File: src/design/lmrs_pkg.sv
// Shared types, constants and glyph helpers for the LED matrix row scanner.
// No dependencies; used by the core and the frame buffer modules of the block.
package lmrs_pkg;

  // Matrix geometry
  localparam int unsigned ROWS       = 7;
  localparam int unsigned CHARS      = 5;
  localparam int unsigned GLYPH_COLS = 5;
  localparam int unsigned GLYPH_ROWS = 7;
  localparam int unsigned COLS       = GLYPH_COLS * CHARS;
  localparam int unsigned FRAME_W    = ROWS * COLS;
  localparam int unsigned ROW_CNT_W  = $clog2(ROWS + 1);
  localparam int unsigned USED_ROWS  = (GLYPH_ROWS < ROWS) ? GLYPH_ROWS : ROWS;
  localparam int unsigned NUM_BANKS  = 2;

  localparam int unsigned WORD_W     = 32;
  localparam int unsigned GLYPH_W    = GLYPH_COLS * GLYPH_ROWS;
  localparam int unsigned DELAY_W    = 16;

  localparam logic [GLYPH_COLS-1:0] CHAR_MASK = '1;

  // Register reset values
  localparam logic              RST_CURSOR_EN  = 1'b0;
  localparam logic [DELAY_W-1:0] RST_BLINK_DELAY = 16'd500;
  localparam logic [WORD_W-1:0]  RST_ROW_DWELL  = 32'd200000;
  localparam logic [WORD_W-1:0]  RST_FRAME_GAP  = 32'd60000;
  localparam logic [2:0]         NO_CURSOR      = 3'd7;

  typedef enum logic [1:0] {
    REG_CURSOR_EN   = 2'd0,
    REG_BLINK_DELAY = 2'd1,
    REG_ROW_DWELL   = 2'd2,
    REG_FRAME_GAP   = 2'd3
  } cfg_reg_e;

  typedef enum logic [2:0] {
    CMD_SCAN    = 3'd0,
    CMD_MS_TICK = 3'd1,
    CMD_GLYPH   = 3'd2,
    CMD_PRESENT = 3'd3,
    CMD_CURSOR  = 3'd4
  } cmd_e;

  typedef enum logic {
    ACT_DRIVE_ROW = 1'b0,
    ACT_RESTART   = 1'b1
  } row_act_e;

  typedef struct packed {
    logic [2:0]         command;
    logic [GLYPH_W-1:0] glyph_bits;
    logic [2:0]         position;
  } in_item_t;

  typedef struct packed {
    logic              row_action;
    logic [2:0]        row_number;
    logic [WORD_W-1:0] column_word;
    logic [WORD_W-1:0] next_interval;
  } out_item_t;

  // Frame buffer control from the pipeline
  typedef struct packed {
    logic rd_en;     // stage 0 read issue
    logic rd_bank;
    logic clr_en;    // swap: drop contents of the new back bank
    logic clr_bank;
    logic wr_en;     // stage 1 glyph write-back
    logic s1_bank;   // bank of the item in stage 1
    logic adv;       // stage 1 moves on this cycle
  } fb_ctl_t;

  // Spread a 5x7 font entry over the frame image at a character position.
  function automatic logic [FRAME_W-1:0] place_glyph(logic [GLYPH_W-1:0] glyph,
                                                      logic [2:0] pos);
    logic [FRAME_W-1:0] f;
    f = '0;
    for (int p = 0; p < CHARS; p++) begin
      if (pos == 3'(p)) begin
        for (int c = 0; c < GLYPH_COLS; c++) begin
          for (int r = 0; r < USED_ROWS; r++) begin
            f[(ROWS - 1 - r) * COLS + (GLYPH_COLS - 1 - c) + GLYPH_COLS * p] =
              glyph[GLYPH_ROWS * c + r];
          end
        end
      end
    end
    return f;
  endfunction

  // Column mask of one character; positions past the last char give zero.
  function automatic logic [COLS-1:0] char_cols(logic [2:0] pos);
    logic [COLS-1:0] m;
    m = '0;
    for (int p = 0; p < CHARS; p++) begin
      if (pos == 3'(p)) begin
        m[GLYPH_COLS * p +: GLYPH_COLS] = CHAR_MASK;
      end
    end
    return m;
  endfunction

endpackage

File: src/design/led_matrix_row_scanner_core.sv
// Top level of the LED matrix row scanner: command decode, scan/blink state,
// stage-1 pipeline and output register. Uses lmrs_pkg and lmrs_fbuf.
//
// Row scanner for a 7-row by 25-column multiplexed LED matrix showing five
// 5x7 characters. Commands arrive one per transfer: scan tick, millisecond
// tick, glyph write (ORs a font entry into the back buffer), present (swap
// at next frame restart, which also empties the new back buffer) and set
// cursor. Each scan tick yields one result: an active-low row word ORed with
// the cursor blink mask, or a frame-restart result carrying frame_gap. The
// block takes one command per cycle unless stalled; a scan tick's result is
// formed in stage 1 from the frame buffer RAM's registered read and then
// held in the output register. The input stalls only when a result is waiting
// in stage 1 behind a full output register that is not being drained. Both
// frame buffers live as two banks of one RAM word per bank; a swap just flips
// the bank pointer and drops the old front bank's valid bit, so there is no
// clearing pass after reset. Configuration is written through a plain write
// port by the user only while the block is idle; the block does not enforce it.
module led_matrix_row_scanner_core (
  input  logic                     clk_i,
  input  logic                     rst_ni,
  // command channel
  input  logic                     in_valid_i,
  output logic                     in_ready_o,
  input  lmrs_pkg::in_item_t       in_data_i,
  // result channel
  output logic                     out_valid_o,
  input  logic                     out_ready_i,
  output lmrs_pkg::out_item_t      out_data_o,
  // configuration
  input  logic                     cfg_we_i,
  input  logic [1:0]               cfg_idx_i,
  input  logic [lmrs_pkg::WORD_W-1:0] cfg_wdata_i
);

  typedef enum logic [1:0] {
    OP_ROW,
    OP_RESTART,
    OP_GLYPH
  } op_e;

  // configuration registers
  logic                            cursor_en_q;
  logic [lmrs_pkg::DELAY_W-1:0]    blink_delay_q;
  logic [lmrs_pkg::WORD_W-1:0]     row_dwell_q;
  logic [lmrs_pkg::WORD_W-1:0]     frame_gap_q;

  // scan / blink state
  logic [lmrs_pkg::ROW_CNT_W-1:0]  scan_row_q, scan_row_d;
  logic                            swap_pending_q, swap_pending_d;
  logic                            front_bank_q, front_bank_d;
  logic [2:0]                      cursor_q, cursor_d;
  logic [lmrs_pkg::COLS-1:0]       blink_mask_q, blink_mask_d;
  logic [lmrs_pkg::WORD_W-1:0]     elapsed_q, elapsed_d;

  // stage 1
  logic                            s1_valid_q, s1_valid_d;
  op_e                             s1_op_q, s1_op_d;
  logic                            s1_bank_q, s1_bank_d;
  logic [lmrs_pkg::ROW_CNT_W-1:0]  s1_row_q, s1_row_d;
  logic [lmrs_pkg::FRAME_W-1:0]    s1_ins_q, s1_ins_d;
  logic [lmrs_pkg::COLS-1:0]       s1_mask_q, s1_mask_d;
  logic [lmrs_pkg::WORD_W-1:0]     s1_interval_q, s1_interval_d;

  // output register
  logic                            out_valid_q, out_valid_d;
  lmrs_pkg::out_item_t             out_data_q, out_data_d;

  logic                            accept;
  logic                            s1_result;
  logic                            stall;
  logic                            out_load;
  logic                            clr_en;
  lmrs_pkg::fb_ctl_t               fb_ctl;
  logic                            rd_en;
  logic [lmrs_pkg::FRAME_W-1:0]    frame;
  logic [lmrs_pkg::COLS-1:0]       row_bits;

  // ---------------------------------------------------------------------------
  // Handshake: stage 1 holds a result only while the output register is full
  // and not being drained; glyph write-backs never stall.
  // ---------------------------------------------------------------------------
  assign s1_result  = s1_valid_q && ((s1_op_q == OP_ROW) || (s1_op_q == OP_RESTART));
  assign stall      = s1_result && out_valid_q && !out_ready_i;
  assign in_ready_o = !stall;
  assign accept     = in_valid_i && in_ready_o;
  assign out_load   = s1_result && !stall;

  // ---------------------------------------------------------------------------
  // Stage 0: command decode and all scalar state updates
  // ---------------------------------------------------------------------------
  always_comb begin
    scan_row_d     = scan_row_q;
    swap_pending_d = swap_pending_q;
    front_bank_d   = front_bank_q;
    cursor_d       = cursor_q;
    blink_mask_d   = blink_mask_q;
    elapsed_d      = elapsed_q;
    clr_en         = 1'b0;
    rd_en          = 1'b0;

    s1_valid_d     = stall ? s1_valid_q : 1'b0;
    s1_op_d        = s1_op_q;
    s1_bank_d      = s1_bank_q;
    s1_row_d       = s1_row_q;
    s1_ins_d       = s1_ins_q;
    s1_mask_d      = s1_mask_q;
    s1_interval_d  = s1_interval_q;

    if (accept) begin
      unique case (in_data_i.command)
        lmrs_pkg::CMD_SCAN: begin
          s1_valid_d = 1'b1;
          s1_row_d   = scan_row_q;
          s1_mask_d  = blink_mask_q;
          s1_bank_d  = front_bank_q;
          s1_ins_d   = '0;
          if (scan_row_q < lmrs_pkg::ROW_CNT_W'(lmrs_pkg::ROWS)) begin
            // drive the next row: fetch the front bank
            s1_op_d       = OP_ROW;
            s1_interval_d = row_dwell_q;
            rd_en         = 1'b1;
            scan_row_d    = scan_row_q + 1'b1;
          end else begin
            // frame restart: blink check, pending swap, rewind the row counter
            s1_op_d       = OP_RESTART;
            s1_interval_d = frame_gap_q;
            scan_row_d    = '0;
            if (elapsed_q > lmrs_pkg::WORD_W'(blink_delay_q)) begin
              elapsed_d = '0;
              if (cursor_en_q) begin
                blink_mask_d = blink_mask_q ^ lmrs_pkg::char_cols(cursor_q);
              end else begin
                blink_mask_d = '0;
              end
            end
            if (swap_pending_q) begin
              // old front becomes the (empty) back bank
              front_bank_d   = !front_bank_q;
              clr_en         = 1'b1;
              swap_pending_d = 1'b0;
            end
          end
        end
        lmrs_pkg::CMD_MS_TICK: begin
          if (elapsed_q != '1) begin
            elapsed_d = elapsed_q + 1'b1;
          end
        end
        lmrs_pkg::CMD_GLYPH: begin
          if (in_data_i.position < 3'(lmrs_pkg::CHARS)) begin
            s1_valid_d = 1'b1;
            s1_op_d    = OP_GLYPH;
            s1_bank_d  = !front_bank_q;
            s1_ins_d   = lmrs_pkg::place_glyph(in_data_i.glyph_bits, in_data_i.position);
            rd_en      = 1'b1;
          end
        end
        lmrs_pkg::CMD_PRESENT: begin
          swap_pending_d = 1'b1;
        end
        lmrs_pkg::CMD_CURSOR: begin
          cursor_d     = in_data_i.position;
          blink_mask_d = '0;
        end
        default: begin
        end
      endcase
    end
  end

  // ---------------------------------------------------------------------------
  // Frame buffer
  // ---------------------------------------------------------------------------
  always_comb begin
    fb_ctl.rd_en    = rd_en;
    fb_ctl.rd_bank  = (in_data_i.command == lmrs_pkg::CMD_GLYPH) ? !front_bank_q
                                                                 : front_bank_q;
    fb_ctl.clr_en   = clr_en;
    fb_ctl.clr_bank = front_bank_q;
    fb_ctl.wr_en    = s1_valid_q && (s1_op_q == OP_GLYPH);
    fb_ctl.s1_bank  = s1_bank_q;
    fb_ctl.adv      = !stall;
  end

  lmrs_fbuf u_fbuf (
    .clk_i   (clk_i),
    .rst_ni  (rst_ni),
    .ctl_i   (fb_ctl),
    .ins_i   (s1_ins_q),
    .frame_o (frame)
  );

  // ---------------------------------------------------------------------------
  // Stage 1: form the result
  // ---------------------------------------------------------------------------
  assign row_bits = frame[s1_row_q * lmrs_pkg::COLS +: lmrs_pkg::COLS];

  always_comb begin
    out_data_d = out_data_q;
    if (out_load) begin
      if (s1_op_q == OP_ROW) begin
        out_data_d.row_action  = lmrs_pkg::ACT_DRIVE_ROW;
        out_data_d.row_number  = 3'(s1_row_q);
        out_data_d.column_word = {{(lmrs_pkg::WORD_W - lmrs_pkg::COLS){1'b1}}, ~row_bits}
                                 | lmrs_pkg::WORD_W'(s1_mask_q);
      end else begin
        out_data_d.row_action  = lmrs_pkg::ACT_RESTART;
        out_data_d.row_number  = '0;
        out_data_d.column_word = '0;
      end
      out_data_d.next_interval = s1_interval_q;
    end
  end

  always_comb begin
    out_valid_d = out_valid_q;
    if (out_load) begin
      out_valid_d = 1'b1;
    end else if (out_ready_i) begin
      out_valid_d = 1'b0;
    end
  end

  assign out_valid_o = out_valid_q;
  assign out_data_o  = out_data_q;

  // ---------------------------------------------------------------------------
  // Registers
  // ---------------------------------------------------------------------------
  always_ff @(posedge clk_i or negedge rst_ni) begin
    if (!rst_ni) begin
      cursor_en_q    <= lmrs_pkg::RST_CURSOR_EN;
      blink_delay_q  <= lmrs_pkg::RST_BLINK_DELAY;
      row_dwell_q    <= lmrs_pkg::RST_ROW_DWELL;
      frame_gap_q    <= lmrs_pkg::RST_FRAME_GAP;
      scan_row_q     <= '0;
      swap_pending_q <= 1'b0;
      front_bank_q   <= 1'b0;
      cursor_q       <= lmrs_pkg::NO_CURSOR;
      blink_mask_q   <= '0;
      elapsed_q      <= '0;
      s1_valid_q     <= 1'b0;
      out_valid_q    <= 1'b0;
    end else begin
      if (cfg_we_i) begin
        unique case (cfg_idx_i)
          lmrs_pkg::REG_CURSOR_EN:   cursor_en_q   <= cfg_wdata_i[0];
          lmrs_pkg::REG_BLINK_DELAY: blink_delay_q <= cfg_wdata_i[lmrs_pkg::DELAY_W-1:0];
          lmrs_pkg::REG_ROW_DWELL:   row_dwell_q   <= cfg_wdata_i;
          lmrs_pkg::REG_FRAME_GAP:   frame_gap_q   <= cfg_wdata_i;
          default: begin
          end
        endcase
      end
      scan_row_q     <= scan_row_d;
      swap_pending_q <= swap_pending_d;
      front_bank_q   <= front_bank_d;
      cursor_q       <= cursor_d;
      blink_mask_q   <= blink_mask_d;
      elapsed_q      <= elapsed_d;
      s1_valid_q     <= s1_valid_d;
      out_valid_q    <= out_valid_d;
    end
  end

  always_ff @(posedge clk_i) begin
    s1_op_q       <= s1_op_d;
    s1_bank_q     <= s1_bank_d;
    s1_row_q      <= s1_row_d;
    s1_ins_q      <= s1_ins_d;
    s1_mask_q     <= s1_mask_d;
    s1_interval_q <= s1_interval_d;
    out_data_q    <= out_data_d;
  end

  // ---------------------------------------------------------------------------
  // Assertions
  // ---------------------------------------------------------------------------
  // A swap never empties the bank that a glyph write-back lands in.
  a_wr_clr_bank : assert property (@(posedge clk_i) disable iff (!rst_ni)
    fb_ctl.wr_en && fb_ctl.clr_en |-> fb_ctl.s1_bank != fb_ctl.clr_bank)
    else $error("glyph write-back and buffer clear hit the same bank");

  // Glyph write-backs only ever go to the back bank.
  a_wr_back_bank : assert property (@(posedge clk_i) disable iff (!rst_ni)
    fb_ctl.wr_en |-> s1_bank_q != front_bank_q)
    else $error("glyph write-back targets the front bank");

  // Input only stalls behind a full, undrained output register.
  a_stall_cause : assert property (@(posedge clk_i) disable iff (!rst_ni)
    !in_ready_o |-> out_valid_o && !out_ready_i)
    else $error("input stalled without output back-pressure");

  // Row counter never runs past the restart point.
  a_row_range : assert property (@(posedge clk_i) disable iff (!rst_ni)
    scan_row_q <= lmrs_pkg::ROW_CNT_W'(lmrs_pkg::ROWS))
    else $error("scan row counter out of range");

endmodule

File: src/design/lmrs_ram.sv
// Generic single-write, single-read RAM with registered (read-first) output.
// No dependencies.
module lmrs_ram #(
  parameter int unsigned WIDTH = 8,
  parameter int unsigned DEPTH = 2
) (
  input  logic                                       clk_i,
  input  logic                                       we_i,
  input  logic [((DEPTH > 1) ? $clog2(DEPTH) : 1)-1:0] waddr_i,
  input  logic [WIDTH-1:0]                           wdata_i,
  input  logic                                       re_i,
  input  logic [((DEPTH > 1) ? $clog2(DEPTH) : 1)-1:0] raddr_i,
  output logic [WIDTH-1:0]                           rdata_o
);

  logic [WIDTH-1:0] mem_q [DEPTH];
  logic [WIDTH-1:0] rdata_q;

  always_ff @(posedge clk_i) begin
    if (we_i) begin
      mem_q[waddr_i] <= wdata_i;
    end
    if (re_i) begin
      rdata_q <= mem_q[raddr_i];
    end
  end

  assign rdata_o = rdata_q;

endmodule

File: src/design/lmrs_fbuf.sv
// Double frame buffer: two banks in one RAM, per-bank valid bits and
// write-back forwarding for back-to-back read-modify-write. Uses lmrs_pkg, lmrs_ram.
module lmrs_fbuf (
  input  logic                          clk_i,
  input  logic                          rst_ni,
  input  lmrs_pkg::fb_ctl_t             ctl_i,
  input  logic [lmrs_pkg::FRAME_W-1:0]  ins_i,
  output logic [lmrs_pkg::FRAME_W-1:0]  frame_o
);

  logic [lmrs_pkg::FRAME_W-1:0]   rdata;
  logic [lmrs_pkg::FRAME_W-1:0]   wdata;
  logic [lmrs_pkg::NUM_BANKS-1:0] bank_valid_q, bank_valid_d;
  logic                           fwd_valid_q;
  logic                           fwd_bank_q;
  logic [lmrs_pkg::FRAME_W-1:0]   fwd_data_q;
  logic                           fwd_hit;

  lmrs_ram #(
    .WIDTH (lmrs_pkg::FRAME_W),
    .DEPTH (lmrs_pkg::NUM_BANKS)
  ) u_ram (
    .clk_i   (clk_i),
    .we_i    (ctl_i.wr_en),
    .waddr_i (ctl_i.s1_bank),
    .wdata_i (wdata),
    .re_i    (ctl_i.rd_en),
    .raddr_i (ctl_i.rd_bank),
    .rdata_o (rdata)
  );

  // Previous item wrote the same bank at the edge our read was issued.
  assign fwd_hit = fwd_valid_q && (fwd_bank_q == ctl_i.s1_bank);

  always_comb begin
    if (fwd_hit) begin
      frame_o = fwd_data_q;
    end else if (bank_valid_q[ctl_i.s1_bank]) begin
      frame_o = rdata;
    end else begin
      frame_o = '0;
    end
  end

  assign wdata = frame_o | ins_i;

  always_comb begin
    bank_valid_d = bank_valid_q;
    if (ctl_i.clr_en) begin
      bank_valid_d[ctl_i.clr_bank] = 1'b0;
    end
    if (ctl_i.wr_en) begin
      bank_valid_d[ctl_i.s1_bank] = 1'b1;
    end
  end

  always_ff @(posedge clk_i or negedge rst_ni) begin
    if (!rst_ni) begin
      bank_valid_q <= '0;
      fwd_valid_q  <= 1'b0;
    end else begin
      bank_valid_q <= bank_valid_d;
      if (ctl_i.adv) begin
        fwd_valid_q <= ctl_i.wr_en;
      end
    end
  end

  always_ff @(posedge clk_i) begin
    if (ctl_i.adv) begin
      fwd_bank_q <= ctl_i.s1_bank;
      fwd_data_q <= wdata;
    end
  end

endmodule
File: config.mk
export PLATFORM = sky130hd
export DESIGN_NAME = led_matrix_row_scanner_core
export DESIGN_NICKNAME = d
export VERILOG_FILES = /design/src/design/lmrs_pkg.sv /design/src/design/led_matrix_row_scanner_core.sv /design/src/design/lmrs_ram.sv /design/src/design/lmrs_fbuf.sv
export SDC_FILE = /design/constraint.sdc
export NUM_CORES = 2
export LEC_CHECK = 0
export BUFFER_PORTS_ARGS = -buffer_cell sky130_fd_sc_hd__buf_4
export CORE_MARGIN = 2
export CORE_UTILIZATION = 67
export DETAILED_ROUTE_END_ITERATION = 6
export PLACE_DENSITY = 0.95
export RECOVER_POWER = 25
export SYNTH_ARGS = -nofsm -noshare
export SYNTH_HDL_FRONTEND = slang
export SYNTH_SLANG_ARGS = --single-unit
export TNS_END_PERCENT = 20
File: constraint.sdc
create_clock -name clk_i -period 44.6 [get_ports clk_i]
set_clock_uncertainty 0.05 [all_clocks]
set_input_delay 4.46 -clock clk_i [delete_from_list [all_inputs] [get_ports clk_i]]
set_output_delay 4.46 -clock clk_i [all_outputs]
set_load 0.05 [all_outputs]
==> flow_summary.rst <==
.. list-table::
   :header-rows: 1

   * - Metric
     - Value
   * - Run status
     - finished, violations left
   * - Failing checks
     - DRC, capacitance limit, slew limit
   * - Aggregate routed wire length
     - 131800 um
   * - Relative contribution of combinational cells to total power
     - 6.7%
   * - Cells taking the most area after synthesis
     - edfxtp_1, dfrtp_1, nand2_1
   * - FFs w/ async S/R, synth
     - 13.11%
   * - Seq cells post-synth
     - 1152
   * - Commonest cells after routing, fill and taps aside
     - edfxtp_1, nand2_1, buf_4
   * - Clk network pwr share
     - 39.8%
   * - Ratio of final minimum period to clock period
     - 23.69%
   * - Type of the worst setup path
     - reg2reg
   * - Dominant synthesized flop cell
     - edfxtp_1
   * - Die Y
     - between 200 and 300 um
   * - Row Count
     - 96
   * - Max clock buf depth
     - 3
   * - Synthesized Nets
     - 3559
   * - Level count of the clock H-tree
     - 3
   * - Sequential power share
     - a little over half
   * - Antenna Violating Nets Remaining
     - 0
   * - Final-report hold violation count
     - 0
   * - TritonCTS Buffers
     - 107
   * - Initial DRT Pass Iterations
     - 7
   * - Number of hold buffers added after cts
     - 0
   * - Total setup violations reported at the end of the flow
     - 0
   * - Fraction of power spent switching nets
     - 23.13%
   * - Total standard cell area after synthesis
     - 46830 um^2
   * - Data arrival time of the critical path
     - between 10 and 15 ns
   * - Normalized max-slew margin
     - -638.1%
   * - DP Wirelength
     - 65970 um
   * - Type of destination of the critical path
     - flop
   * - Internal Power
     - 1.764 mW
   * - Overall fraction of global-route tracks in use
     - a little over a third
   * - TritonCTS clock tree
     - yes
   * - Overall die width
     - 268.4 um
   * - Max Cap Violations
     - 6
   * - Initial antenna violation count
     - 7
   * - Unrepaired setup endpoints after global routing
     - false
   * - Share of the yosys chip area belonging to registers
     - 72.32%
   * - DRC violation count after routing
     - 34
   * - Number of synthesis warnings
     - 0
   * - Cell count after synthesis
     - ~3500
   * - Number of fillers in the final layout
     - ~3300
   * - Post-synth top area share
     - 64.19%
   * - Critical path fanouts, max
     - 160
   * - Initial core utilization
     - 67.92%
   * - Detailed-route wire length per cell
     - 28.72 um
   * - Slew of the pin with the lowest slew margin
     - about 11 ns
   * - Sum of negative setup slack
     - 0 ns
   * - Sink count of the clock tree
     - 1152
   * - CTS clk-pin slew, worst paths
     - about 0.060 ns
   * - Power density normalized to cell area
     - roughly 44 nW/um^2
   * - Synth Area per Inst
     - around 14 um^2
   * - Multi-input logic area
     - 11940 um^2
   * - Dominant cell type by area after synthesis
     - edfxtp_1
   * - Via density
     - 7.048
   * - Core Region
     - 68950 um^2
   * - Final Net Count
     - 3662
   * - Number of enable-type register cells in the synthesized netlist
     - 1001
   * - Area added between synthesis and finish
     - 11.40%
   * - Grt total ovfl
     - 0
   * - Peak clock frequency supported by timing
     - around 95 MHz
   * - Total chip power
     - 2.295 mW
   * - Commonest non-fill, non-tap cell in the layout
     - edfxtp_1
   * - Post-CTS sizing
     - 0
   * - Pin count of the biggest net entering global routing
     - 180
   * - Critical path data required time
     - 44.48 ns
   * - Vias in the first global route
     - 32510
   * - Cell leakage power
     - 20.25 nW
   * - # IOs
     - 150
   * - Fin crit period
     - approximately 11 ns
   * - Number of setup buffers added after CTS
     - 0
   * - Via count
     - approximately 32000
   * - Sw Pwr
     - 0.5307 mW
   * - Fraction of layout instances using a drive strength above 1
     - 13.43%
   * - Nature of the critical path startpoint
     - flop
   * - Max Transition Viols Final
     - 509
   * - Clock Root Buffer
     - clkbuf_16
   * - Unique masters post-synth
     - 65
   * - Hold/Removal Path Class
     - reg2reg
   * - Worst vdd ir
     - 41.85 uV
   * - Number of violations reported at the end of detailed-routing iteration 0
     - 6260
   * - Number of port buffers
     - 149
   * - Clock latency reported for the late side of the worst-skew pair
     - about 0.69 ns
   * - Final weighted congestion of routability-driven global placement
     - approximately 0.84
   * - Register area
     - ~34000 um^2
   * - Total Die Area
     - about 70000 um^2
   * - Wire length of the first global-routing pass
     - 195700 um
## metal layers
metal | wire length [um] | vias up | global-route usage, %
li1 | - | 12670 | -
met1 | 40860 | 15220 | 45.61
met2 | 60670 | 3588 | 56.78
met3 | 20070 | 855 | 10.39
met4 | 10130 | 10 | 23.45
met5 | 71 | - | 0
## per-stage QoR
stage               setup slack (ns)  hold WS, ns  util, %  std cells  instance area [um^2]
detailed placement             34.49       0.3545    70.79       4386                 48810
global placement               34.52       0.3516    70.79       4386                 48810
global route                   33.86       0.3733    75.66       4587                 52160
CTS                            34.48       0.3679    75.77       4586                 52240
finish                         34.04       0.3655    75.66       4589                 52170
floorplan                      24.49       0.3503        -       3461                 46830
## synthesized netlist by cell type, drive strengths merged (26+ instances only)
cell type	number
a31oi	27
dfrtp	129
mux2i	26
mux2	84
nand2	817
a211oi	50
buf	63
clkbuf	130
and3	59
a21oi	92
a211o	102
edfxtp	1001
nand2b	77
nand3b	28
nor2	102
inv	84
and2	180
o211ai	30
o21a	57
nand3	115
## critical path: stages, from the launching register on
cell and delay [ns]:
edfxtp_1 0.43, nand3b_1 0.28, nor2_1 1.10, clkbuf_1 7.69
## cell families after synthesis
kind of cell,Yosys count,share of synthesized area [%]
adder cells (fa/ha/maj),18,0.4809
AO/OA/AOI/OAI,429,6.618
multiplexers,135,3.778
buffers and inverters,278,2.399
AND/OR/NAND/NOR,1445,14.32
XOR/XNOR,4,0.09086
flip-flops,1152,72.32
## cell type report
type | instances | share of cell area [%]
sequential | 1152 | 64.92
multi-input combinational | 2031 | 22.88
clock buffer | 152 | 5.653
timing repair buffer | 187 | 2.734
tap | 931 | 2.233
clock inverter | 48 | 0.9282
inverter | 85 | 0.6356
antenna | 3 | 0.01439
## flip-flops by register name, indices dropped and copies added, names as in the netlist, 2 cells and up
signal                cells
s1_op_q                   2
u_fbuf.fwd_data_q       175
blink_delay_q            16
cursor_q                  3
s1_interval_q            32
s1_mask_q                25
u_fbuf.bank_valid_q       2
u_fbuf.u_ram.mem_q      350
u_fbuf.u_ram.rdata_o    175
blink_mask_q             25
elapsed_q                32
out_data_o               62
row_dwell_q              32
s1_row_q                  3
s1_ins_q                175
scan_row_q                3
frame_gap_q              32
## power by group through the flow
| stage | combinational [mW] | clock, mW | sequential, mW |
|---|---|---|---|
| final | 0.153 | 0.914 | 1.23 |
| after global routing | 0.162 | 0.942 | 1.23 |
| after CTS | 0.148 | 0.905 | 1.23 |
| after detailed placement | 0.142 | 0 | 1.25 |
| after global placement | 0.132 | 0 | 1.24 |
| after floorplan | 0.0876 | 0 | 1.25 |
## worst paths after layout
kind | slack, ns | cells past startpoint | to | startpoint
setup / recovery | 34.04 | 3 | u_fbuf.u_ram.mem_q[0][139]$_DFFE_PP_ | s1_op_q[0]$_SDFFCE_PP0P_
hold / removal | 0.37 | 0 | out_data_o[29]$_DFFE_PP_ | s1_interval_q[29]$_DFFE_PP_
setup reg to reg | 34.04 | 3 | u_fbuf.u_ram.mem_q[0][139]$_DFFE_PP_ | s1_op_q[0]$_SDFFCE_PP0P_
hold reg to reg | 0.37 | 0 | out_data_o[29]$_DFFE_PP_ | s1_interval_q[29]$_DFFE_PP_
max in group asynchronous | 39.34 | 2 | u_fbuf.fwd_valid_q$_DFFE_PN0N_ | rst_ni
min in group asynchronous | 3.89 | 1 | elapsed_q[7]$_DFFE_PN0P_ | rst_ni
(Power assumes the default switching activity.)
